[config.mk]
export PLATFORM = sky130hd
export DESIGN_NAME = distinct_value_set_table
export DESIGN_NICKNAME = d
export VERILOG_FILES = /design/src/dvst_pkg.sv /design/src/distinct_value_set_table.sv /design/src/dvst_ram.sv /design/src/dvst_ctrl.sv /design/src/dvst_datapath.sv
export VERILOG_INCLUDE_DIRS = /design/src /design/src/src
export SDC_FILE = /design/constraint.sdc
export NUM_CORES = 1
export LEC_CHECK = 0
export BUFFER_PORTS_ARGS = -buffer_cell sky130_fd_sc_hd__buf_2
export CORE_MARGIN = 8
export CORE_UTILIZATION = 60
export CTS_BUF_LIST = sky130_fd_sc_hd__clkbuf_16
export CTS_CLUSTER_SIZE = 30
export DETAILED_ROUTE_END_ITERATION = 10
export GPL_ROUTABILITY_DRIVEN = 0
export PLACE_DENSITY_LB_ADDON = 0.05
export SLEW_MARGIN = 0
export SYNTH_ARGS = -nofsm -noshare
export SYNTH_HDL_FRONTEND = slang
export SYNTH_HIERARCHICAL = 1
export SYNTH_SLANG_ARGS = --single-unit
[constraint.sdc]
create_clock -name clk -period 7.1 [get_ports clk]
set_clock_uncertainty 0.15 [all_clocks]
set_input_delay 1.065 -clock clk [delete_from_list [all_inputs] [get_ports clk]]
set_output_delay 1.065 -clock clk [all_outputs]
set_load 0.01 [all_outputs]
[src/distinct_value_set_table_macros.svh]
// ----------------------------------------------------------------------------
// Assertion macros for the distinct value set table
// Shared forms for the concurrent checks at the end of the top level.
// ----------------------------------------------------------------------------
`ifndef DISTINCT_VALUE_SET_TABLE_MACROS_SVH
`define DISTINCT_VALUE_SET_TABLE_MACROS_SVH

// Same-cycle implication, disabled during reset
`define DVST_ASSERT_NOW(lbl, ante, cons, msg) \
  lbl: assert property (@(posedge clk) disable iff (!rst_n) (ante) |-> (cons)) else $error(msg);

// Next-cycle implication, disabled during reset
`define DVST_ASSERT_NEXT(lbl, ante, cons, msg) \
  lbl: assert property (@(posedge clk) disable iff (!rst_n) (ante) |=> (cons)) else $error(msg);

`endif

[src/dvst_pkg.sv]
// ----------------------------------------------------------------------------
// dvst_pkg
// Operation and status codes, and the command and status bundles that join
// the controller to the datapath.
// ----------------------------------------------------------------------------
package dvst_pkg;

  // Operation codes
  localparam logic [1:0] OP_INSERT = 2'd0;
  localparam logic [1:0] OP_REMOVE = 2'd1;
  localparam logic [1:0] OP_MEMBER = 2'd2;
  localparam logic [1:0] OP_UPDATE = 2'd3;

  // Result status codes
  localparam logic [1:0] ST_DONE      = 2'd0;
  localparam logic [1:0] ST_NOT_FOUND = 2'd1;
  localparam logic [1:0] ST_DUPLICATE = 2'd2;
  localparam logic [1:0] ST_FULL      = 2'd3;

  // Field widths
  localparam int VAL_W = 32;
  localparam int CNT_W = 5;

  // Controller to datapath
  typedef struct packed {
    logic start;   // latch request, clear match flags, rewind scan
    logic scan;    // issue read of the next slot
    logic decide;  // resolve result, write store, update count, load output
    logic move;    // copy the old last entry into the freed slot
  } dvst_cmd_t;

  // Datapath to controller
  typedef struct packed {
    logic cnt_zero;   // store empty
    logic scan_last;  // current scan slot is the last occupied one
    logic need_move;  // remove hit a present value
  } dvst_sts_t;

endpackage

[src/distinct_value_set_table.sv]
// ----------------------------------------------------------------------------
// distinct_value_set_table
// Fixed-capacity set of distinct signed 32-bit values with insert, remove,
// membership test and update; one result per request.
// ----------------------------------------------------------------------------
//  channel | direction | ports
//  --------+-----------+---------------------------------------------------
//  in      | input     | in_valid, in_ready, in_opcode, in_value, in_new_value
//  out     | output    | out_valid, out_ready, out_status, out_found, out_count
//
//  A request passes the scan, drain and decide steps, and a remove that hits
//  a move step after them; the scan reads one slot a cycle through the store
//  RAM read port, and an empty store skips the scan and drain steps.
//  Reset clears state, match flags and count only; store entries are never used before written.
//  A result waiting on out_ready does not block acceptance of the next
//  request; only resolving the next one waits for the output slot.
// ----------------------------------------------------------------------------
`include "distinct_value_set_table_macros.svh"

module distinct_value_set_table import dvst_pkg::*; #(
  parameter int CAPACITY = 16
) (
  input  logic                    clk,
  input  logic                    rst_n,
  input  logic                    in_valid,
  output logic                    in_ready,
  input  logic [1:0]              in_opcode,
  input  logic signed [VAL_W-1:0] in_value,
  input  logic signed [VAL_W-1:0] in_new_value,
  output logic                    out_valid,
  input  logic                    out_ready,
  output logic [1:0]              out_status,
  output logic                    out_found,
  output logic [CNT_W-1:0]        out_count
);

  dvst_cmd_t cmd;
  dvst_sts_t sts;

  dvst_ctrl u_ctrl (
    .clk       (clk),
    .rst_n     (rst_n),
    .in_valid  (in_valid),
    .in_ready  (in_ready),
    .out_valid (out_valid),
    .out_ready (out_ready),
    .sts       (sts),
    .cmd       (cmd)
  );

  dvst_datapath #(
    .CAPACITY (CAPACITY)
  ) u_dp (
    .clk          (clk),
    .rst_n        (rst_n),
    .in_opcode    (in_opcode),
    .in_value     (in_value),
    .in_new_value (in_new_value),
    .cmd          (cmd),
    .sts          (sts),
    .out_status   (out_status),
    .out_found    (out_found),
    .out_count    (out_count)
  );

  // Checks
  `DVST_ASSERT_NOW(a_no_accept_on_decide, in_valid && in_ready, !cmd.decide, "accept during decide")
  `DVST_ASSERT_NEXT(a_decide_loads_out, cmd.decide, out_valid, "decide did not raise out_valid")
  `DVST_ASSERT_NOW(a_move_after_decide, cmd.move, $past(cmd.decide), "move without decide")
  `DVST_ASSERT_NOW(a_decide_slot_free, cmd.decide, !$past(out_valid) || !out_valid || out_ready, "decide overwrote pending result")

endmodule

[src/dvst_ram.sv]
// ----------------------------------------------------------------------------
// dvst_ram
// Generic single write port, single read port RAM with registered read.
// ----------------------------------------------------------------------------
module dvst_ram #(
  parameter int WIDTH = 32,
  parameter int DEPTH = 16
) (
  input  logic                                      clk,
  input  logic                                      wr_en,
  input  logic [(DEPTH > 1 ? $clog2(DEPTH) : 1)-1:0] wr_addr,
  input  logic [WIDTH-1:0]                          wr_data,
  input  logic [(DEPTH > 1 ? $clog2(DEPTH) : 1)-1:0] rd_addr,
  output logic [WIDTH-1:0]                          rd_data
);

  logic [WIDTH-1:0] mem_r [DEPTH];
  logic [WIDTH-1:0] rd_data_r;

  // Write and registered read
  always_ff @(posedge clk) begin
    if (wr_en) begin
      mem_r[wr_addr] <= wr_data;
    end
    rd_data_r <= mem_r[rd_addr];
  end

  assign rd_data = rd_data_r;

endmodule

[src/dvst_ctrl.sv]
// ----------------------------------------------------------------------------
// dvst_ctrl
// Request sequencer: accept, scan the occupied slots, resolve, and for a
// remove copy the last entry into the freed slot. Owns the output valid.
// ----------------------------------------------------------------------------
module dvst_ctrl import dvst_pkg::*; (
  input  logic      clk,
  input  logic      rst_n,
  input  logic      in_valid,
  output logic      in_ready,
  output logic      out_valid,
  input  logic      out_ready,
  input  dvst_sts_t sts,
  output dvst_cmd_t cmd
);

  typedef enum logic [2:0] {
    S_IDLE,
    S_SCAN,
    S_DRAIN,
    S_DECIDE,
    S_MOVE
  } state_t;

  state_t state_r, state_nxt;
  logic   out_valid_r, out_valid_nxt;

  // Next state and commands
  always_comb begin
    state_nxt = state_r;
    cmd       = '0;
    case (state_r)
      S_IDLE: begin
        if (in_valid) begin
          cmd.start = 1'b1;
          state_nxt = sts.cnt_zero ? S_DECIDE : S_SCAN;
        end
      end
      S_SCAN: begin
        cmd.scan = 1'b1;
        if (sts.scan_last) begin
          state_nxt = S_DRAIN;
        end
      end
      S_DRAIN: begin
        state_nxt = S_DECIDE;
      end
      S_DECIDE: begin
        if (!out_valid_r || out_ready) begin
          cmd.decide = 1'b1;
          state_nxt  = sts.need_move ? S_MOVE : S_IDLE;
        end
      end
      S_MOVE: begin
        cmd.move  = 1'b1;
        state_nxt = S_IDLE;
      end
      default: begin
        state_nxt = S_IDLE;
      end
    endcase
  end

  // Load the output slot on decide, drop it when taken
  always_comb begin
    if (cmd.decide) begin
      out_valid_nxt = 1'b1;
    end else if (out_ready) begin
      out_valid_nxt = 1'b0;
    end else begin
      out_valid_nxt = out_valid_r;
    end
  end

  // Hold state and output valid
  always_ff @(posedge clk) begin
    if (!rst_n) begin
      state_r     <= S_IDLE;
      out_valid_r <= 1'b0;
    end else begin
      state_r     <= state_nxt;
      out_valid_r <= out_valid_nxt;
    end
  end

  assign in_ready  = (state_r == S_IDLE);
  assign out_valid = out_valid_r;

endmodule

[src/dvst_datapath.sv]
// ----------------------------------------------------------------------------
// dvst_datapath
// Request registers, scan counter and comparators, element count, element
// store and the result register.
// ----------------------------------------------------------------------------
module dvst_datapath import dvst_pkg::*; #(
  parameter int CAPACITY = 16
) (
  input  logic                    clk,
  input  logic                    rst_n,
  input  logic [1:0]              in_opcode,
  input  logic signed [VAL_W-1:0] in_value,
  input  logic signed [VAL_W-1:0] in_new_value,
  input  dvst_cmd_t               cmd,
  output dvst_sts_t               sts,
  output logic [1:0]              out_status,
  output logic                    out_found,
  output logic [CNT_W-1:0]        out_count
);

  localparam int AW = (CAPACITY > 1) ? $clog2(CAPACITY) : 1;
  localparam int CW = $clog2(CAPACITY + 1);

  logic [1:0]              op_r;
  logic signed [VAL_W-1:0] v_r;
  logic signed [VAL_W-1:0] nv_r;
  logic [AW-1:0]           idx_r;
  logic                    cmp_vld_r;
  logic [AW-1:0]           cmp_idx_r;
  logic                    hit_v_r;
  logic                    hit_nv_r;
  logic [AW-1:0]           hit_slot_r;
  logic [CW-1:0]           count_r;
  logic [1:0]              status_r;
  logic                    found_r;
  logic [CNT_W-1:0]        ocount_r;

  logic [1:0]              status_nxt;
  logic [CW-1:0]           count_nxt;
  logic [CW-1:0]           last_cnt;
  logic                    full;
  logic                    ins_wr;
  logic                    upd_wr;
  logic                    wr_en;
  logic [AW-1:0]           wr_addr;
  logic [VAL_W-1:0]        wr_data;
  logic [AW-1:0]           rd_addr;
  logic [VAL_W-1:0]        rd_data;

  assign last_cnt = count_r - CW'(1);
  assign full     = (count_r == CW'(CAPACITY));

  // Resolve the request from the scan results
  always_comb begin
    status_nxt = ST_DONE;
    count_nxt  = count_r;
    ins_wr     = 1'b0;
    upd_wr     = 1'b0;
    case (op_r)
      OP_INSERT: begin
        if (hit_v_r) begin
          status_nxt = ST_DUPLICATE;
        end else if (full) begin
          status_nxt = ST_FULL;
        end else begin
          ins_wr    = 1'b1;
          count_nxt = count_r + CW'(1);
        end
      end
      OP_REMOVE: begin
        if (!hit_v_r) begin
          status_nxt = ST_NOT_FOUND;
        end else begin
          count_nxt = last_cnt;
        end
      end
      OP_MEMBER: begin
        if (!hit_v_r) begin
          status_nxt = ST_NOT_FOUND;
        end
      end
      OP_UPDATE: begin
        if (!hit_v_r) begin
          status_nxt = ST_NOT_FOUND;
        end else if (hit_nv_r) begin
          status_nxt = ST_DUPLICATE;
        end else begin
          upd_wr = 1'b1;
        end
      end
      default: begin
        status_nxt = ST_DONE;
      end
    endcase
  end

  // Store port selection: append, replace in place, or fill the hole
  assign wr_en   = (cmd.decide && (ins_wr || upd_wr)) || cmd.move;
  assign wr_addr = (cmd.decide && ins_wr) ? count_r[AW-1:0] : hit_slot_r;
  assign wr_data = cmd.move ? rd_data : (ins_wr ? v_r : nv_r);
  // A remove reads the old last entry while it resolves
  assign rd_addr = cmd.decide ? last_cnt[AW-1:0] : idx_r;

  dvst_ram #(
    .WIDTH (VAL_W),
    .DEPTH (CAPACITY)
  ) u_store (
    .clk     (clk),
    .wr_en   (wr_en),
    .wr_addr (wr_addr),
    .wr_data (wr_data),
    .rd_addr (rd_addr),
    .rd_data (rd_data)
  );

  // Control registers: scan pipeline, match flags, element count
  always_ff @(posedge clk) begin
    if (!rst_n) begin
      cmp_vld_r <= 1'b0;
      hit_v_r   <= 1'b0;
      hit_nv_r  <= 1'b0;
      count_r   <= '0;
    end else begin
      cmp_vld_r <= cmd.scan;
      if (cmd.start) begin
        hit_v_r  <= 1'b0;
        hit_nv_r <= 1'b0;
      end else if (cmp_vld_r) begin
        if (rd_data == v_r) begin
          hit_v_r <= 1'b1;
        end
        if (rd_data == nv_r) begin
          hit_nv_r <= 1'b1;
        end
      end
      if (cmd.decide) begin
        count_r <= count_nxt;
      end
    end
  end

  // Payload registers: request, scan address, hit slot, result
  always_ff @(posedge clk) begin
    if (cmd.start) begin
      op_r  <= in_opcode;
      v_r   <= in_value;
      nv_r  <= in_new_value;
      idx_r <= '0;
    end else if (cmd.scan) begin
      idx_r <= idx_r + AW'(1);
    end
    cmp_idx_r <= idx_r;
    if (cmp_vld_r && (rd_data == v_r)) begin
      hit_slot_r <= cmp_idx_r;
    end
    if (cmd.decide) begin
      status_r <= status_nxt;
      found_r  <= hit_v_r;
      ocount_r <= CNT_W'(count_nxt);
    end
  end

  assign sts.cnt_zero  = (count_r == '0);
  assign sts.scan_last = (CW'(idx_r) == last_cnt);
  assign sts.need_move = (op_r == OP_REMOVE) && hit_v_r;

  assign out_status = status_r;
  assign out_found  = found_r;
  assign out_count  = ocount_r;

endmodule

==> impl_metrics.toml, run 1 <==
[cts]
clkSinkCount = 642
root_buffer = "clkbuf_16"
clk_latency_ns = 0.62
cts_max_path_buffers = 3
clk_pin_slew_ns = 0.06
cts_setup_buffers = 0
cts_tree = "yes"
cts_made_buffers = 61
ctsHoldBuffers = 0
cts.htree.levels = 2
cts_resized = 0

[detailed_routing]
route.detailed.drc = 0
avgViaCountPerCell = 6.31
ant_nets = 0
drtPass1Iterations = 5
via_count = 12300
drt_iter0_drc = 1294
drt_wl_total_um = 57300
avgRoutedWirePerCell_um = 29.4

[yosys]
netlist-cell-type-count = 56
synth_area_leader_cell = "edfxtp_1"
synth_flop_cell = "edfxtp_1"
synth_edf_count = 590
syn_nets = 1336
netlist_top_cells_area = "edfxtp_1, mux4_2, dfxtp_1"
synthCells = 1260
synthArstFlopShare_pct = 0
synth_area_um2 = 24900
yosys_warnings = 6
ys_ff_latch = 642
synth_top_cell_area_share_pct = 71.1
seq_area_frac_synth_pct = 75.3
synth_area_per_cell_um2 = 19.8

[sta]
layout_min_cycle_time_ns = 4.69
slew_headroom_pct = 18.6
hold_viol = 0
min_period_over_period_pct = 66.1
rsz0062_at_grt = "no"
finalSetupViolCount = 0
tns_ns = 0
max_freq_mhz = 213
tightest_slew_ns = 1.22
slew_violations = 0

[die]
start_util_pct = 60.9
design.die.area_um2 = 48300
ioPinCount = 80
die_h_um = 220
fp.dieW_um = 220
rows = 74
core_area_um2 = 40900

[power]
power.leakage_nw = 9.07
seqPwrFrac_pct = 47.8
share_comb_of_total_power_pct = 19.1
sw_frac_of_total_pct = 26.5
p_per_area_nw_per_um2 = 338
p_sw_mw = 2.50
ir_worst_vdd_v = 0.000232
p_clk_share_pct = 33.2
p_int_mw = 6.95

[global_routing]
use_met1_pct = 33.1
grt_pass1_vias = 12700
grtUsageMet2_pct = 38.2
grt-busiest-layer = "met2"
met3_usage_pct = 4.76
grt_usage_pct = 24.1
grt_pass1_wl_um = 83900
antenna_found_initial = 0
grt_remaining_overflow = 0
grt_max_degree = 72

[run]
max_cap_viol_count = 0

[setup_path]
crit_arrival_ns = 4.86
crit_type = "flip-flop to flip-flop"
end_kind = "flip-flop"
r2r_cells = 10
cp-start-kind = "flip-flop"
crit_required_ns = 7.26
cp_common_cell = "nand2_4"
worstPathCellList = "inv_1 -> ha_1 -> nand4bb_4 -> nand2_4 -> nor2_8 -> nand2_4 -> mux2_4 -> nand2b_1 -> nor2_4 -> buf_4"
cp.depth = 10
crit_family = "simple AND/OR/NAND/NOR gates"
critPathMaxStageDelay_ns = 0.97
cp_max_fo = 36
slowest_stage = "nor2_4"
crit_buf_inv = 2

[final_layout]
drive_gt1_share_pct = 24.8
nNetsFinal = 1442
layout_commonest_cell = "edfxtp_1"
antenna_cells = 0
design_area_um2 = 28000
final_cell_mix = "edfxtp_1, mux4_2, buf_2"
synthToLayoutAreaGrowth_pct = 12.3

[worst_hold_path]
hold_class = "flip-flop to flip-flop"
whs_path_depth = 0

[place]
place.detailed.hpwl_um = 33300
portBuffers = 79
place_area_um2 = 26000

[run_status]
status = "completed"
[cell type report]
cell class / count / area, µm²
sequential: 642 / 18800
fill: 2623 / 12900
timing repair buffer: 105 / 628
inverter: 10 / 37.5
clock buffer: 61 / 1530
tap: 532 / 666
clock inverter: 53 / 419
multi-input combinational: 546 / 5940
[logic make-up after synthesis]
family / count (synthesis) / synth area share [%]
AOI/OAI and AO/OA: 128 / 3.45
muxes: 169 / 13.3
adders and majority gates: 6 / 0.301
buffers and inverters: 72 / 1.54
and+or+nand+nor: 170 / 3.54
xor gates and xnor gates: 73 / 2.57
DFF: 642 / 75.3
[worst reg2reg max path: stages, from the launching register on]
cell	delay (ns)
dfxtp_1	0.48
inv_1	0.15
ha_1	0.31
nand4bb_4	0.14
nand2_4	0.08
nor2_8	0.77
nand2_4	0.17
mux2_4	0.40
nand2b_1	0.35
nor2_4	0.97
buf_4	0.41
[flip-flops by register name, indices dropped and copies added, names as in the netlist, 2 cells and up]
name	flops
u_ctrl/state_r	3
u_dp/cmp_idx_r	4
u_dp/count_r	5
u_dp/hit_slot_r	4
u_dp/idx_r	4
u_dp/nv_r	32
u_dp/op_r	2
u_dp/out_count	5
u_dp/out_status	2
u_dp/u_store/mem_r	512
u_dp/u_store/rd_data	32
u_dp/v_r	32
[worst paths after layout]
check | endpoint | slack [ns] | start
worst min-delay path | u_dp/hit_slot_r[3] | 0.26 | u_dp/cmp_idx_r[3]
worst max register to register | u_dp/u_store/mem_r[13][20] | 2.41 | u_dp/count_r[0]
worst max-delay path | u_dp/u_store/mem_r[13][20] | 2.41 | u_dp/count_r[0]
worst min register to register | u_dp/hit_slot_r[3] | 0.26 | u_dp/cmp_idx_r[3]
[power by group through the flow]
stage / clock network [mW] / logic [mW] / registers [mW]
finish: 3.14 / 1.80 / 4.52
global route: 3.33 / 1.93 / 4.53
CTS: 3.18 / 1.83 / 4.52
detailed placement: 0 / 1.82 / 4.59
global placement: 0 / 1.81 / 4.59
floorplan: 0 / 1.35 / 4.53
[routing by layer]
metal,vias to the layer above,share of wire (%)
met3,97,7.4
li1,5304,-
met1,6415,41
met5,-,0
met4,0,3.5
met2,476,48
[cells in the mapped netlist (2+ instances only)]
library cell,number
a21oi_1,8
a22oi_1,64
a31oi_1,4
and2_1,3
and3_1,2
buf_1,10
buf_12,3
buf_2,12
buf_4,11
clkbuf_1,25
dfxtp_1,52
edfxtp_1,590
ha_1,6
inv_1,10
mux2_4,4
mux2i_1,35
mux4_2,128
nand2_1,73
nand2_4,2
nand2b_1,4
nand3_1,7
nand3b_1,4
nand4_1,9
nand4b_1,2
nor2_1,24
nor2b_1,7
nor3_1,8
nor3b_1,2
nor4_1,14
o211a_1,2
o21a_1,3
o21ai_0,4
o21ai_1,33
o21bai_1,2
xnor2_1,18
xor2_1,55
[per-stage QoR]
stage / power (mW) / hold WS, ns / cells / util [%] / setup WS, ns
2_1_floorplan: 5.89 / 0.236 / 1260 / - / 1.89
3_3_place_gp: 6.40 / 0.242 / 1835 / 63.6 / 2.57
3_5_place_dp: 6.41 / 0.239 / 1835 / 63.6 / 2.46
4_1_cts: 9.52 / 0.254 / 1949 / 68.4 / 2.43
5_1_grt: 9.79 / 0.271 / 1949 / 68.4 / 2.21
6_report: 9.46 / 0.255 / 1949 / 68.4 / 2.41
No activity file was read; power rests on OpenSTA's default activity.
==> inputs of run 2 (changes only) <==
CORE_UTILIZATION = 56   (was 60)
clock period = 4 ns   (was 7.1 ns; I/O delays follow)
==> run 2 against run 1 <==
Compared with the run above: setup slack lost 1.9 ns; register-to-register slack got worse by 1.9 ns; highest routed layer unchanged; final area increased by 3.1%; non-clock buffer count grew 60; largest cell class unchanged; combinational power up 88%; clock power increased by 93%.
==> impl_metrics.toml, run 2 (synthesized netlist as in run 1, its figures left out) <==
[run_status]
status = "completed"

[die]
design.die.area_um2 = 51500
rows = 77
die_h_um = 227
ioPinCount = 80
core_area_um2 = 44000
fp.dieW_um = 227
start_util_pct = 56.6

[cts]
cts_max_path_buffers = 3
cts_made_buffers = 66
clk_latency_ns = 0.58
clkSinkCount = 642
clk_pin_slew_ns = 0.06
cts_resized = 0
cts.htree.levels = 3
cts_tree = "yes"
ctsHoldBuffers = 0
cts_setup_buffers = 0
root_buffer = "clkbuf_16"

[global_routing]
grtUsageMet2_pct = 37.5
grt-busiest-layer = "met2"
met3_usage_pct = 3.71
grt_usage_pct = 23.2
grt_max_degree = 71
use_met1_pct = 32.2
grt_remaining_overflow = 0
antenna_found_initial = 0
grt_pass1_vias = 13000
grt_pass1_wl_um = 85900

[detailed_routing]
avgRoutedWirePerCell_um = 28.3
avgViaCountPerCell = 6.12
via_count = 12700
ant_nets = 0
route.detailed.drc = 0
drt_wl_total_um = 58700
drt_iter0_drc = 1213
drtPass1Iterations = 5

[final_layout]
nNetsFinal = 1507
largest_register_ffs = 512
antenna_cells = 0
final_cell_mix = "edfxtp_1, mux4_2, buf_2"
synthToLayoutAreaGrowth_pct = 15.8
regMostFlops = "u_dp/u_store/mem_r"
layout_commonest_cell = "edfxtp_1"
drive_gt1_share_pct = 28.4

[sta]
tightest_slew_ns = 1.04
slew_headroom_pct = 30.9
slew_violations = 0
max_freq_mhz = 289
rsz0062_at_grt = "no"
hold_viol = 0
hold_slack_ns = 0.0434
layout_min_cycle_time_ns = 3.46
finalSetupViolCount = 0
tns_ns = 0
min_period_over_period_pct = 86.4

[setup_path]
slowest_stage = "nor2_4"
reg2reg_slack_ns = 0.54
critPathMaxStageDelay_ns = 0.50
cp_max_fo = 23
worstPathCellList = "inv_1 -> ha_1 -> nand4bb_4 -> nand2_4 -> nor2_8 -> nand2_4 -> mux2_4 -> nand3b_1 -> nor2_4 -> buf_12"
crit_family = "simple AND/OR/NAND/NOR gates"
crit_arrival_ns = 3.58
cp-start-kind = "flip-flop"
cp_common_cell = "nand2_4"
crit_buf_inv = 2
crit_required_ns = 4.12
end_kind = "flip-flop"
crit_type = "flip-flop to flip-flop"

[power]
seqPwrFrac_pct = 45.9
power.leakage_nw = 9.52
sw_frac_of_total_pct = 26.3
p_int_mw = 12.9
finalPower_mw = 17.5
p_sw_mw = 4.59
p_clk_share_pct = 34.7
ir_worst_vdd_v = 0.000494
p_per_area_nw_per_um2 = 606
share_comb_of_total_power_pct = 19.4

[place]
portBuffers = 79
place.detailed.hpwl_um = 35100

[run]
max_cap_viol_count = 0

[worst_hold_path]
hold_class = "input pin to flip-flop"
[run 2: cell types whose count changed in the layout (fill, tap and decap cells not counted), sizes merged]
cell    change
bufinv      -1
inv         +1
clkinv      -6
buf        +60
clkbuf     +12
[run 2: routing by layer]
metal | share of wire, % | wire length, µm
met2 | 49 | 28600
met4 | 3.1 | 1830
met1 | 41 | 24200
met5 | 0 | 0
met3 | 7.0 | 4090
[run 2: area by class of cell]
class	instances	area, µm²
Sequential cell	642	18800
Fill cell	2924	15200
Multi-Input combinational cell	546	5970
Clock buffer	73	1830
Timing Repair Buffer	165	1190
Tap cell	592	741
Clock inverter	47	332
Inverter	10	37.5
[run 2: through the flow]
step,setup slack [ns],util [%],cells,cell area [µm²]
after floorplan,-0.132,-,1260,24900
after global placement,0.516,60.6,1955,26700
after detailed placement,0.481,60.6,1955,26700
after CTS,0.528,65.5,2075,28900
after global routing,0.364,65.5,2075,28900
final,0.544,65.5,2075,28900
[run 2: worst paths after layout]
| path | startpoint | endpoint | cells after the start |
|---|---|---|---|
| max reg2reg | u_dp/count_r[0] | u_dp/u_store/mem_r[6][23] | 10 |
| min reg2reg | u_dp/cmp_idx_r[0] | u_dp/hit_slot_r[0] | 0 |
| min | in_value[7] | u_dp/v_r[7] | 1 |
| max | u_dp/count_r[0] | u_dp/u_store/mem_r[6][23] | 10 |
[run 2: power by group through the flow]
stage	combinational, mW	clock, mW	sequential, mW
3_5_place_dp	3.41	0	8.16
4_1_cts	3.42	6.17	8.03
2_1_floorplan	2.40	0	8.05
5_1_grt	3.60	6.41	8.06
3_3_place_gp	3.39	0	8.16
6_report	3.39	6.07	8.03
==> inputs of run 3 (changes only) <==
CORE_UTILIZATION = 53   (was 56)
GPL_TIMING_DRIVEN = 0   (was default)
==> run 3 against run 2 <==
Compared with the run above: setup slack worse by 0.38 ns; global-route usage up 0.94 points; clock power down 0.7%; core utilization down 2.5 points; critical path depth up 3; sequential power down 0.5%; die area up 5.3%; critical path type unchanged.
==> impl_metrics.toml, run 3 (synthesized netlist as in run 1, its figures left out) <==
[run_status]
status = "completed"

[place]
dp_cells = 1971
place_ws_ns = -0.621
place_area_um2 = 26800
place.detailed.hpwl_um = 40900
portBuffers = 79

[setup_path]
cp_common_cell = "buf_16"
crit_family = "simple AND/OR/NAND/NOR gates"
cp_max_fo = 13
slowest_stage = "or3b_2"
crit_arrival_ns = 3.98
crit_required_ns = 4.15
cp-start-kind = "flip-flop"
crit_type = "flip-flop to flip-flop"
crit_buf_inv = 5
worstPathCellList = "buf_2 -> inv_1 -> ha_1 -> nand4bb_4 -> nand2_4 -> nor2_8 -> buf_12 -> a31oi_1 -> o21bai_2 -> or3b_2 -> nor3_4 -> buf_16 -> buf_16"
critPathMaxStageDelay_ns = 0.62
end_kind = "flip-flop"

[power]
p_int_mw = 12.8
p_sw_mw = 4.86
ir_worst_vdd_v = 0.000412
p_clk_share_pct = 34.2
power.leakage_nw = 9.68
seqPwrFrac_pct = 45.3
p_per_area_nw_per_um2 = 602
share_comb_of_total_power_pct = 20.4
sw_frac_of_total_pct = 27.6
finalPower_mw = 17.6

[detailed_routing]
drtPass1Iterations = 5
ant_nets = 0
route.detailed.drc = 0
via_count = 13200
avgRoutedWirePerCell_um = 30.2
avgViaCountPerCell = 6.16
drt_iter0_drc = 1496
drt_wl_total_um = 64500

[final_layout]
design_area_um2 = 29300
regMostFlops = "u_dp/u_store/mem_r"
antenna_cells = 0
final_cells = 2136
largest_register_ffs = 512
multi_input_area_um2 = 5920
synthToLayoutAreaGrowth_pct = 17.6
final_cell_mix = "edfxtp_1, mux4_2, buf_2"
fin_util_pct = 63.0
layout_commonest_cell = "edfxtp_1"
drive_gt1_share_pct = 27.1
seqCellArea_um2 = 18800
n_fill_cell = 3296
nNetsFinal = 1550

[global_routing]
antenna_found_initial = 0
grt_remaining_overflow = 0
grt_max_degree = 67
grt_pass1_wl_um = 93000
grt_pass1_vias = 13600
grt_usage_pct = 24.2

[die]
die_h_um = 233
rows = 79
fp.dieW_um = 233
design.die.area_um2 = 54200
core_area_um2 = 46500
start_util_pct = 53.6
ioPinCount = 80

[cts]
cts.htree.levels = 3
cts_tree = "yes"
cts_made_buffers = 68
clk_pin_slew_ns = 0.06
root_buffer = "clkbuf_16"
clkSinkCount = 642
cts_max_path_buffers = 3
clk_latency_ns = 0.61

[sta]
fin_ws_ns = 0.168
max_freq_mhz = 261
layout_min_cycle_time_ns = 3.83
hold_viol = 0
tns_ns = 0
slew_violations = 0
min_period_over_period_pct = 95.8
hold_slack_ns = 0.0293
tightest_slew_ns = 1.15
slew_headroom_pct = 22.7
rsz0062_at_grt = "no"
finalSetupViolCount = 0

[run]
max_cap_viol_count = 0

[worst_hold_path]
hold_class = "input pin to flip-flop"
==> run 3: changes by cell type in the layout (fill, tap and decap cells not counted), sizes merged <==
| cell | delta |
|---|---|
| clkinvlp | -1 |
| clkbuf | +27 |
| clkinv | +9 |
| dlygate4sd3 | +15 |
| buf | -4 |
==> run 3: cell type report <==
class                      instances  area share [%]
sequential                       642            64.0
multi-input combinational        546            20.2
clock buffer                      70            5.98
timing repair buffer             144            4.50
tap                              607            2.59
clock inverter                    55            1.33
buffer                            62            1.21
inverter                          10           0.128
==> run 3: final timing paths <==
check	startpoint	endpoint	slack, ns	cells past startpoint
max reg2reg	u_dp/count_r[0]	u_dp/u_store/mem_r[0][17]	0.17	13
max	u_dp/count_r[0]	u_dp/u_store/mem_r[0][17]	0.17	13
min	in_new_value[9]	u_dp/nv_r[9]	0.03	1
min reg2reg	u_dp/cmp_idx_r[0]	u_dp/hit_slot_r[0]	0.25	0
==> run 3: worst register-to-register path, stage by stage (launching register included) <==
cell	delay (ns)
dfxtp_1	0.32
buf_2	0.20
inv_1	0.11
ha_1	0.32
nand4bb_4	0.16
nand2_4	0.08
nor2_8	0.30
buf_12	0.22
a31oi_1	0.08
o21bai_2	0.26
or3b_2	0.62
nor3_4	0.32
buf_16	0.19
buf_16	0.19
==> run 3: power by group through the flow <==
stage          Sequential (mW)  Combinational (mW)  Clock, mW
2_1_floorplan             8.05                2.40          0
4_1_cts                   7.99                3.63       6.14
3_5_place_dp              8.12                3.60          0
3_3_place_gp              8.12                3.56          0
6_report                  7.99                3.60       6.03
5_1_grt                   8.02                3.80       6.37
==> run 3: per-layer routing <==
| metal | vias to the layer above | track usage, % | part of all wire [%] |
|---|---|---|---|
| met5 | - | 0 | 0 |
| li1 | 5552 | - | - |
| met4 | 0 | 7.35 | 2.7 |
| met3 | 111 | 5.18 | 7.3 |
| met1 | 6985 | 32.7 | 41 |
| met2 | 515 | 39.4 | 49 |
==> run 3: timing repair <==
action / in CTS / in global routing
hold buffers: 15 / 0
setup endpoints to repair: 454 / 204
resized for setup: 2 / 14
hold endpoints to repair: 15 / 0
setup buffers: 14 / 11
pin swaps: 8 / 6
